**config.mk**
```make
export PLATFORM = sky130hd
export DESIGN_NAME = one_wire_temperature_reader_unit
export DESIGN_NICKNAME = d
export VERILOG_FILES = /design/src/owr_pkg.sv /design/src/owr_csr.sv /design/src/owr_seq.sv /design/src/one_wire_temperature_reader_unit.sv
export SDC_FILE = /design/constraint.sdc
export NUM_CORES = 1
export LEC_CHECK = 0
export ABC_CLOCK_PERIOD_IN_PS = 7410
export BUFFER_PORTS_ARGS = -buffer_cell sky130_fd_sc_hd__clkbuf_2
export CAP_MARGIN = 30
export CORE_MARGIN = 2
export CORE_UTILIZATION = 60
export DETAILED_ROUTE_END_ITERATION = 10
export PLACE_DENSITY = 0.78
export SLEW_MARGIN = 20
export SYNTH_ARGS = -nofsm -noshare
export SYNTH_HDL_FRONTEND = slang
export SYNTH_HIERARCHICAL = 1
export SYNTH_SLANG_ARGS = --single-unit
```
**constraint.sdc**
```tcl
create_clock -name clock -period 7.41 [get_ports clock]
set_clock_uncertainty 0.2 [all_clocks]
set_input_delay 1.482 -clock clock [delete_from_list [all_inputs] [get_ports clock]]
set_output_delay 1.482 -clock clock [all_outputs]
set_load 0.05 [all_outputs]
```
**src/owr_pkg.sv**
```systemverilog
// Shared types, constants and helper functions for the one-wire temperature reader.
// Used by owr_csr, owr_seq and the top level one_wire_temperature_reader_unit.
package owr_pkg;

   // Item kinds on the request channel.
   localparam logic [1:0] KIND_TICK           = 2'd0;
   localparam logic [1:0] KIND_START_READ     = 2'd1;
   localparam logic [1:0] KIND_START_PRESENCE = 2'd2;

   // Configuration register indexes.
   localparam logic [1:0] CSR_RESET_LOW_US   = 2'd0;
   localparam logic [1:0] CSR_PRES_WAIT_POLL = 2'd1;
   localparam logic [1:0] CSR_PRES_HOLD_POLL = 2'd2;

   // Configuration reset values.
   localparam logic [9:0] RESET_LOW_US_DEFAULT   = 10'd750;
   localparam logic [5:0] PRES_WAIT_POLL_DEFAULT = 6'd50;
   localparam logic [5:0] PRES_HOLD_POLL_DEFAULT = 6'd60;

   // Bus timing in microseconds.
   localparam logic [9:0] RESET_HIGH_US  = 10'd16;
   localparam logic [9:0] POLL_US        = 10'd4;
   localparam logic [9:0] WRITE_SLOT_US  = 10'd64;
   localparam logic [9:0] WRITE_ONE_LOW  = 10'd4;
   localparam logic [9:0] WRITE_ZERO_LOW = 10'd60;
   localparam logic [9:0] READ_SLOT_US   = 10'd70;
   localparam logic [9:0] READ_LOW_US    = 10'd8;
   localparam logic [9:0] READ_SAMPLE_AT = 10'd20;

   // Sequence steps: four command bytes, two read bytes, then the end.
   localparam logic [2:0] STEP_SECOND_RESET  = 3'd2;
   localparam logic [2:0] STEP_READ_LOW      = 3'd4;
   localparam logic [2:0] STEP_READ_HIGH     = 3'd5;
   localparam logic [2:0] STEP_PRESENCE_ONLY = 3'd6;
   localparam logic [2:0] LAST_BIT           = 3'd7;

   // Command bytes.
   localparam logic [7:0] CMD_SKIP_ROM  = 8'hCC;
   localparam logic [7:0] CMD_CONVERT   = 8'h44;
   localparam logic [7:0] CMD_READ_PAD  = 8'hBE;

   // Sign threshold on the high byte.
   localparam logic [7:0] HIGH_BYTE_POS_MAX = 8'd7;

   typedef struct packed {
      logic [1:0] kind;
      logic       line_level;
   } req_type;

   typedef struct packed {
      logic               drive_low;
      logic               busy_res;
      logic               done_res;
      logic               presence_missing;
      logic signed [15:0] temperature_tenths;
   } rsp_type;

   typedef struct packed {
      logic [9:0] reset_low_us;
      logic [5:0] presence_wait_polls;
      logic [5:0] presence_hold_polls;
   } cfg_type;

   // Command byte sent at each write step of the temperature read.
   function automatic logic [7:0] command_byte(input logic [1:0] step);
      logic [7:0] b;
      case (step)
         2'd0:    b = CMD_SKIP_ROM;
         2'd1:    b = CMD_CONVERT;
         2'd2:    b = CMD_SKIP_ROM;
         2'd3:    b = CMD_READ_PAD;
         default: b = CMD_SKIP_ROM;
      endcase
      return b;
   endfunction

   // Raw sensor reading to tenths of a degree: magnitude * 5 / 8, sign restored, saturated.
   function automatic logic signed [15:0] tenths_of(input logic [7:0] high_byte,
                                                    input logic [7:0] low_byte);
      logic [15:0] raw;
      logic        neg;
      logic [15:0] mag;
      logic [18:0] prod;
      logic [15:0] tenths;
      logic [15:0] res;
      raw    = {high_byte, low_byte};
      neg    = high_byte > HIGH_BYTE_POS_MAX;
      mag    = neg ? (~raw + 16'd1) : raw;
      prod   = {1'b0, mag, 2'b00} + {3'b000, mag};
      tenths = prod[18:3];
      if (neg) begin
         res = tenths[15] ? 16'h8000 : (~tenths + 16'd1);
      end else begin
         res = tenths[15] ? 16'h7FFF : tenths;
      end
      return signed'(res);
   endfunction

endpackage

```
**src/owr_csr.sv**
```systemverilog
// Configuration registers of the one-wire temperature reader.
// Depends on owr_pkg for the register indexes, reset values and cfg_type.
module owr_csr
   import owr_pkg::*;
(
   input  logic       clock,
   input  logic       reset,
   input  logic       csr_write_en,
   input  logic [1:0] csr_index,
   input  logic [9:0] csr_wdata,
   output cfg_type    cfg
);

   cfg_type cfg_ff;
   cfg_type cfg_in;

   // Decode a write into the addressed register; other indexes are dropped.
   always_comb begin
      cfg_in = cfg_ff;
      if (csr_write_en) begin
         case (csr_index)
            CSR_RESET_LOW_US:   cfg_in.reset_low_us        = csr_wdata;
            CSR_PRES_WAIT_POLL: cfg_in.presence_wait_polls = csr_wdata[5:0];
            CSR_PRES_HOLD_POLL: cfg_in.presence_hold_polls = csr_wdata[5:0];
            default:            cfg_in = cfg_ff;
         endcase
      end
   end

   always_ff @(posedge clock) begin
      if (reset) begin
         cfg_ff.reset_low_us        <= RESET_LOW_US_DEFAULT;
         cfg_ff.presence_wait_polls <= PRES_WAIT_POLL_DEFAULT;
         cfg_ff.presence_hold_polls <= PRES_HOLD_POLL_DEFAULT;
      end else begin
         cfg_ff <= cfg_in;
      end
   end

   assign cfg = cfg_ff;

endmodule

```
**src/owr_seq.sv**
```systemverilog
// Bus sequencer: holds the sequence state and works out one item per step.
// Depends on owr_pkg for timing constants, command bytes and the temperature conversion.
module owr_seq
   import owr_pkg::*;
(
   input  logic    clock,
   input  logic    reset,
   input  logic    step,
   input  req_type item,
   input  cfg_type cfg,
   output rsp_type result
);

   localparam logic [2:0] PH_IDLE      = 3'd0;
   localparam logic [2:0] PH_RST_LOW   = 3'd1;
   localparam logic [2:0] PH_RST_HIGH  = 3'd2;
   localparam logic [2:0] PH_PRES_WAIT = 3'd3;
   localparam logic [2:0] PH_PRES_HOLD = 3'd4;
   localparam logic [2:0] PH_WRITE     = 3'd5;
   localparam logic [2:0] PH_READ      = 3'd6;

   logic [2:0]         phase_ff, phase_in;
   logic [9:0]         usec_ff, usec_in;
   logic [5:0]         poll_ff, poll_in;
   logic [2:0]         bit_ff, bit_in;
   logic [7:0]         shift_ff, shift_in;
   logic [2:0]         cmd_ff, cmd_in;
   logic [7:0]         low_ff, low_in;
   logic               pres_err_ff, pres_err_in;
   logic signed [15:0] temp_ff, temp_in;

   // Bus drive level for a given state.
   function automatic logic drive_of(input logic [2:0] ph, input logic [9:0] us,
                                     input logic bit_val);
      logic d;
      case (ph)
         PH_RST_LOW: d = 1'b1;
         PH_WRITE:   d = us < (bit_val ? WRITE_ONE_LOW : WRITE_ZERO_LOW);
         PH_READ:    d = us < READ_LOW_US;
         default:    d = 1'b0;
      endcase
      return d;
   endfunction

   logic       finished;
   logic       drive;
   logic       begin_req;
   logic [2:0] begin_cmd;
   logic [9:0] usec_inc;
   logic [9:0] poll_us;
   logic       waiting;
   logic [5:0] limit;
   logic [2:0] cmd_next;
   logic [7:0] sampled;

   // Next state and result for the current item.
   always_comb begin
      phase_in    = phase_ff;
      usec_in     = usec_ff;
      poll_in     = poll_ff;
      bit_in      = bit_ff;
      shift_in    = shift_ff;
      cmd_in      = cmd_ff;
      low_in      = low_ff;
      pres_err_in = pres_err_ff;
      temp_in     = temp_ff;
      finished    = 1'b0;
      begin_req   = 1'b0;
      begin_cmd   = cmd_ff;
      usec_inc    = usec_ff + 10'd1;
      poll_us     = (usec_inc >= POLL_US) ? 10'd0 : usec_inc;
      waiting     = phase_ff == PH_PRES_WAIT;
      limit       = waiting ? cfg.presence_wait_polls : cfg.presence_hold_polls;
      cmd_next    = cmd_ff + 3'd1;
      sampled     = (usec_ff == READ_SAMPLE_AT) ? {item.line_level, shift_ff[7:1]} : shift_ff;
      drive       = 1'b0;

      if (item.kind == KIND_TICK) begin
         drive = drive_of(phase_ff, usec_ff, shift_ff[0]);
         case (phase_ff)
            PH_IDLE: begin
               phase_in = PH_IDLE;
            end
            PH_RST_LOW: begin
               if (usec_inc >= cfg.reset_low_us) begin
                  phase_in = PH_RST_HIGH;
                  usec_in  = 10'd0;
               end else begin
                  usec_in = usec_inc;
               end
            end
            PH_RST_HIGH: begin
               if (usec_inc >= RESET_HIGH_US) begin
                  phase_in = PH_PRES_WAIT;
                  usec_in  = 10'd0;
                  poll_in  = 6'd0;
               end else begin
                  usec_in = usec_inc;
               end
            end
            PH_PRES_WAIT, PH_PRES_HOLD: begin
               if (usec_ff == 10'd0) begin
                  // A poll samples the line on its first microsecond.
                  if (poll_ff >= limit) begin
                     pres_err_in = 1'b1;
                     begin_req   = 1'b1;
                  end else if (waiting && !item.line_level) begin
                     phase_in = PH_PRES_HOLD;
                     poll_in  = 6'd0;
                  end else if (!waiting && item.line_level) begin
                     begin_req = 1'b1;
                  end else begin
                     poll_in = poll_ff + 6'd1;
                     usec_in = poll_us;
                  end
               end else begin
                  usec_in = poll_us;
               end
            end
            PH_WRITE: begin
               if (usec_inc >= WRITE_SLOT_US) begin
                  usec_in  = 10'd0;
                  shift_in = {1'b0, shift_ff[7:1]};
                  if (bit_ff == LAST_BIT) begin
                     bit_in = 3'd0;
                     cmd_in = cmd_next;
                     if (cmd_next == STEP_SECOND_RESET) begin
                        phase_in = PH_RST_LOW;
                     end else begin
                        begin_req = 1'b1;
                        begin_cmd = cmd_next;
                     end
                  end else begin
                     bit_in = bit_ff + 3'd1;
                  end
               end else begin
                  usec_in = usec_inc;
               end
            end
            PH_READ: begin
               shift_in = sampled;
               if (usec_inc >= READ_SLOT_US) begin
                  usec_in = 10'd0;
                  if (bit_ff == LAST_BIT) begin
                     bit_in = 3'd0;
                     if (cmd_ff == STEP_READ_LOW) begin
                        low_in    = sampled;
                        cmd_in    = STEP_READ_HIGH;
                        begin_req = 1'b1;
                        begin_cmd = STEP_READ_HIGH;
                     end else begin
                        temp_in  = tenths_of(sampled, low_ff);
                        phase_in = PH_IDLE;
                        finished = 1'b1;
                     end
                  end else begin
                     bit_in = bit_ff + 3'd1;
                  end
               end else begin
                  usec_in = usec_inc;
               end
            end
            default: begin
               phase_in = PH_IDLE;
            end
         endcase

         // Start the next step of the sequence: a write, a read or the end.
         if (begin_req) begin
            usec_in = 10'd0;
            bit_in  = 3'd0;
            if (begin_cmd >= STEP_PRESENCE_ONLY) begin
               phase_in = PH_IDLE;
               finished = 1'b1;
            end else if (begin_cmd < STEP_READ_LOW) begin
               shift_in = command_byte(begin_cmd[1:0]);
               phase_in = PH_WRITE;
            end else begin
               shift_in = 8'd0;
               phase_in = PH_READ;
            end
         end
      end else begin
         // A start item arms the sequence only when idle; no time passes.
         if (phase_ff == PH_IDLE &&
             (item.kind == KIND_START_READ || item.kind == KIND_START_PRESENCE)) begin
            phase_in    = PH_RST_LOW;
            usec_in     = 10'd0;
            poll_in     = 6'd0;
            bit_in      = 3'd0;
            shift_in    = 8'd0;
            pres_err_in = 1'b0;
            cmd_in      = (item.kind == KIND_START_READ) ? 3'd0 : STEP_PRESENCE_ONLY;
         end
         drive = drive_of(phase_in, usec_in, shift_in[0]);
      end

      result.drive_low          = drive;
      result.busy_res           = phase_in != PH_IDLE;
      result.done_res           = finished;
      result.presence_missing   = pres_err_in;
      result.temperature_tenths = temp_in;
   end

   // Control state is cleared by reset; the data bytes are cleared too to match start-up.
   always_ff @(posedge clock) begin
      if (reset) begin
         phase_ff    <= PH_IDLE;
         usec_ff     <= 10'd0;
         poll_ff     <= 6'd0;
         bit_ff      <= 3'd0;
         shift_ff    <= 8'd0;
         cmd_ff      <= 3'd0;
         low_ff      <= 8'd0;
         pres_err_ff <= 1'b0;
         temp_ff     <= 16'sd0;
      end else if (step) begin
         phase_ff    <= phase_in;
         usec_ff     <= usec_in;
         poll_ff     <= poll_in;
         bit_ff      <= bit_in;
         shift_ff    <= shift_in;
         cmd_ff      <= cmd_in;
         low_ff      <= low_in;
         pres_err_ff <= pres_err_in;
         temp_ff     <= temp_in;
      end
   end

endmodule

```
**src/one_wire_temperature_reader_unit.sv**
```systemverilog
// One-wire temperature reader: input register, sequencer step, result register.
// Path: the item waits in the input register until the sequencer steps it, and the
// step loads its result into the result register.
// Throughput: one item per cycle when rsp_stall is low, set by the single step per item.
// Reset: synchronous, active high; clears both pipeline valid flags and the sequence
// state and returns the configuration registers to their default values.
module one_wire_temperature_reader_unit
   import owr_pkg::*;
(
   input  logic       clock,
   input  logic       reset,
   input  logic       req_valid,
   output logic       req_stall,
   input  req_type    req_data,
   output logic       rsp_valid,
   input  logic       rsp_stall,
   output rsp_type    rsp_data,
   input  logic       csr_write_en,
   input  logic [1:0] csr_index,
   input  logic [9:0] csr_wdata
);

   logic    in_valid_ff, in_valid_in;
   req_type in_data_ff;
   logic    out_valid_ff, out_valid_in;
   rsp_type out_data_ff;
   cfg_type cfg;
   rsp_type result;
   logic    step;
   logic    req_take;

   owr_csr u_csr (
      .clock        (clock),
      .reset        (reset),
      .csr_write_en (csr_write_en),
      .csr_index    (csr_index),
      .csr_wdata    (csr_wdata),
      .cfg          (cfg)
   );

   owr_seq u_seq (
      .clock  (clock),
      .reset  (reset),
      .step   (step),
      .item   (in_data_ff),
      .cfg    (cfg),
      .result (result)
   );

   // The held item moves on whenever the result register is free or being taken.
   assign step      = in_valid_ff && (!out_valid_ff || !rsp_stall);
   assign req_stall = in_valid_ff && !step;
   assign req_take  = req_valid && !req_stall;

   always_comb begin
      in_valid_in = in_valid_ff;
      if (req_take) begin
         in_valid_in = 1'b1;
      end else if (step) begin
         in_valid_in = 1'b0;
      end
      out_valid_in = out_valid_ff && rsp_stall;
      if (step) begin
         out_valid_in = 1'b1;
      end
   end

   always_ff @(posedge clock) begin
      if (reset) begin
         in_valid_ff  <= 1'b0;
         out_valid_ff <= 1'b0;
      end else begin
         in_valid_ff  <= in_valid_in;
         out_valid_ff <= out_valid_in;
      end
   end

   // Payload registers load on their handshakes.
   always_ff @(posedge clock) begin
      if (req_take) begin
         in_data_ff <= req_data;
      end
      if (step) begin
         out_data_ff <= result;
      end
   end

   assign rsp_valid = out_valid_ff;
   assign rsp_data  = out_data_ff;

endmodule
```
==> flow_summary_export.csv <==
group,metric,value,unit
cts,htreeDepth,3,
sta,fin_crit,6100,ps
final_layout,multiInputGateArea,5920,um^2
cts,root_buffer,"clkbuf_16",
placement,port_buffers,41,
min_path,hold_path_depth,2,
cts,cts_tree,"yes",
final_layout,final_common_cell,"nand2_1",
routing,antenna_left,0,
placement,place_hpwl,16700,um
yosys,synthFlopType,"dfxtp_1",
cts,numCtsBuffers,9,
cts,ctsResizeCount,0,
floorplan,die_height,125,um
sta,hold_ws,264,ps
sta,period_share,82.4,%
routing,wl,22300,um
critical_path,cp-end-kind,"flop",
routing,wl_per_cell,17.5,um
final_layout,fillers,1271,
critical_path,cp-start-kind,"flop",
sta,maxSlewViolCount,0,
sta,fin_setup_tns,0,ps
grt,grt_pass1_vias,7525,
sta,max_freq,0.164,GHz
run,drv_cap,0,
final_layout,drive_gt1_share,12.5,%
critical_path,cp.required,7320,ps
final_layout,most-common-layout-cells,"nand2_1, nor2_1, dfxtp_1",
yosys,synth_edf_count,23,
sta,slew_headroom,38.7,%
final_layout,synthToLayoutAreaGrowth,5.78,%
routing,vias_per_cell,6.45,
critical_path,reg2reg_depth,20,
grt,track_usage,28.7,%
cts,clk_pin_slew,80,ps
final_layout,diodes,0,
floorplan,rows,44,
cts,max-clock-path-buffers,2,
yosys,ys_ff_latch,105,
final_layout,ff_latch_area,2330,um^2
yosys,ys_types,109,
floorplan,die-area,15600,um^2
cts,clock-sinks,105,
final_layout,nNetsFinal,1151,
grt,antenna_found_initial,0,
yosys,syn_inst,1092,
yosys,avgSynthCellArea,8.03,um^2
yosys,synth_fp_nets,1156,
critical_path,cp_max_fo,23,
sta,rsz0062_at_grt,"false",
yosys,async_reset_ff_share,0,%
yosys,ys_seq_area_share,26.6,%
cts,cts_setup_buffers,0,
critical_path,critPathKind,"reg -> reg",
yosys,syn_area,8770,um^2
power,powerDensity,129,nW/um^2
routing,drc_errors,0,
routing,firstDrtPassIters,5,
power,ir_drop,0.000113,V
grt,grt_max_degree,53,
floorplan,die_width,125,um
routing,dr.first_iter.drc_count,914,
sta,hold_viol,0,
min_path,hold_class,"reg -> reg",
critical_path,arrival,6010,ps
grt,overflow,0,
sta,finalSetupViolCount,0,
cts,clock_latency,360,ps
grt,grt_pass1_wl,37300,um
floorplan,coreArea,14400,um^2
sta,worstMarginPinSlew,920,ps
placement,gp_congestion,0.955,
routing,vias,8224,
floorplan,pin_count,42,
yosys,synth_warnings,6,
cts,cts_hold_buf,0,
status,status,"completed",
floorplan,start_util,60.8,%
power,power_leakage,3.85,nW
-- cells in the mapped netlist (8+ instances only) --
library cell    n  share of area [%]
nand2_1       117                5.0
nand2b_1       22                1.6
o21ai_0        41                2.3
inv_1          47                2.0
clkbuf_1       47                2.0
a21oi_1        64                3.7
and2_1         14                1.0
nor3_1         30                1.7
o31ai_1        11               0.94
nor2b_1        14                1.0
buf_2           9               0.51
xor2_1         15                1.5
edfxtp_1       23                7.9
nor2_1        109                4.7
ha_1           43                6.1
or2_2           9               0.64
xnor2_1        33                3.3
or3_1          10               0.71
o22ai_1        12               0.86
dfxtp_1        82                 19
nand4_1        12               0.86
nand3_1        29                1.7
or4_1           8               0.68
a311oi_1       19                1.9
a21o_1         23                2.0
a211oi_1       14                1.2
a31oi_1        12               0.86
nor4_1          9               0.64
mux2i_1        39                4.5
-- kinds of logic (layout without fill, tap and decap cells) --
logic type                 Yosys count  count (layout)  synth area share [%]
xor gates and xnor gates            52              52                  5.54
DFF                                105             105                  26.6
adders and majority gates           45              45                  6.48
buffers and inverters              123             123                  6.14
AOI/OAI and AO/OA                  298             298                  24.9
muxes                               44              44                  5.12
and+or+nand+nor                    425             425                  25.2
-- registers in the layout (all words and copies together) (netlist names) --
name and flops:
in_data_ff 3, rsp_valid 1, in_valid_ff 1, u_seq/phase_ff 3, rsp_data 20, u_seq/shift_ff 8
u_seq/pres_err_ff 1, u_seq/poll_ff 6, u_seq/bit_ff 3, u_seq/usec_ff 10, u_seq/low_ff 8, u_seq/cmd_ff 3
u_csr/cfg 22, u_seq/temp_ff 16
-- through the flow --
stage                     utilization, %  worst slack, ps  power [mW]  instances  cell area (um^2)
final                               64.3             1310        1.20       1276              9280
after detailed placement            62.3             1350       0.746       1259              8980
after floorplan                        -             1860       0.713       1092              8770
after global routing                64.3              763        1.24       1276              9280
after global placement              62.3             1520       0.744       1259              8980
after CTS                           64.3             1320        1.21       1275              9270
-- report_power, final --
part           internal, mW  switching (mW)  leakage (nW)
logic                0.0385          0.0843          2.84
registers             0.600          0.0120         0.876
clock network         0.233           0.231         0.135
total                 0.872           0.327          3.85
-- critical path: stages (launching register included) --
cell       delay, ps
dfxtp_1          390
inv_1            110
ha_1             150
or3b_1           490
o31ai_4          500
nand3_2          470
o21ai_0          250
xnor2_1          140
nor2_1            60
a21oi_1          200
ha_1             390
nand2_1          180
a2111oi_2        410
nor3_2           120
o32ai_1          350
o22ai_1          190
nor2b_1          620
nor2_1           200
a21oi_1          200
xnor2_1          130
o21ai_0           80
-- metal layers --
layer	share of wire, %	up-vias	GRT usage [%]	routed length (um)
li1	-	3999	-	-
met1	46	3865	40.3	10200
met2	44	322	45.5	9940
met3	7.9	38	5.50	1760
met4	1.7	0	7.12	388
met5	0	-	0	0
-- final timing paths --
| check | startpoint | end | slack, ps |
|---|---|---|---|
| worst max-delay path | u_seq/usec_ff[0] | rsp_data[13] | 1310 |
| worst min-delay path | u_seq/temp_ff[14] | u_seq/temp_ff[14] | 260 |
| worst max register to register | u_seq/usec_ff[0] | rsp_data[13] | 1310 |
| worst min register to register | u_seq/temp_ff[14] | u_seq/temp_ff[14] | 260 |
-- final cells by class --
| type | instances | share of cell area [%] |
|---|---|---|
| clock buffers | 9 | 2.43 |
| clock inverters | 7 | 0.674 |
| inverters | 51 | 2.06 |
| multi-input cells | 864 | 63.8 |
| flip-flops and latches | 105 | 25.1 |
| well taps | 184 | 2.48 |
| repair buffers | 56 | 3.43 |
Note: power is estimated with default switching activity, not from simulation.
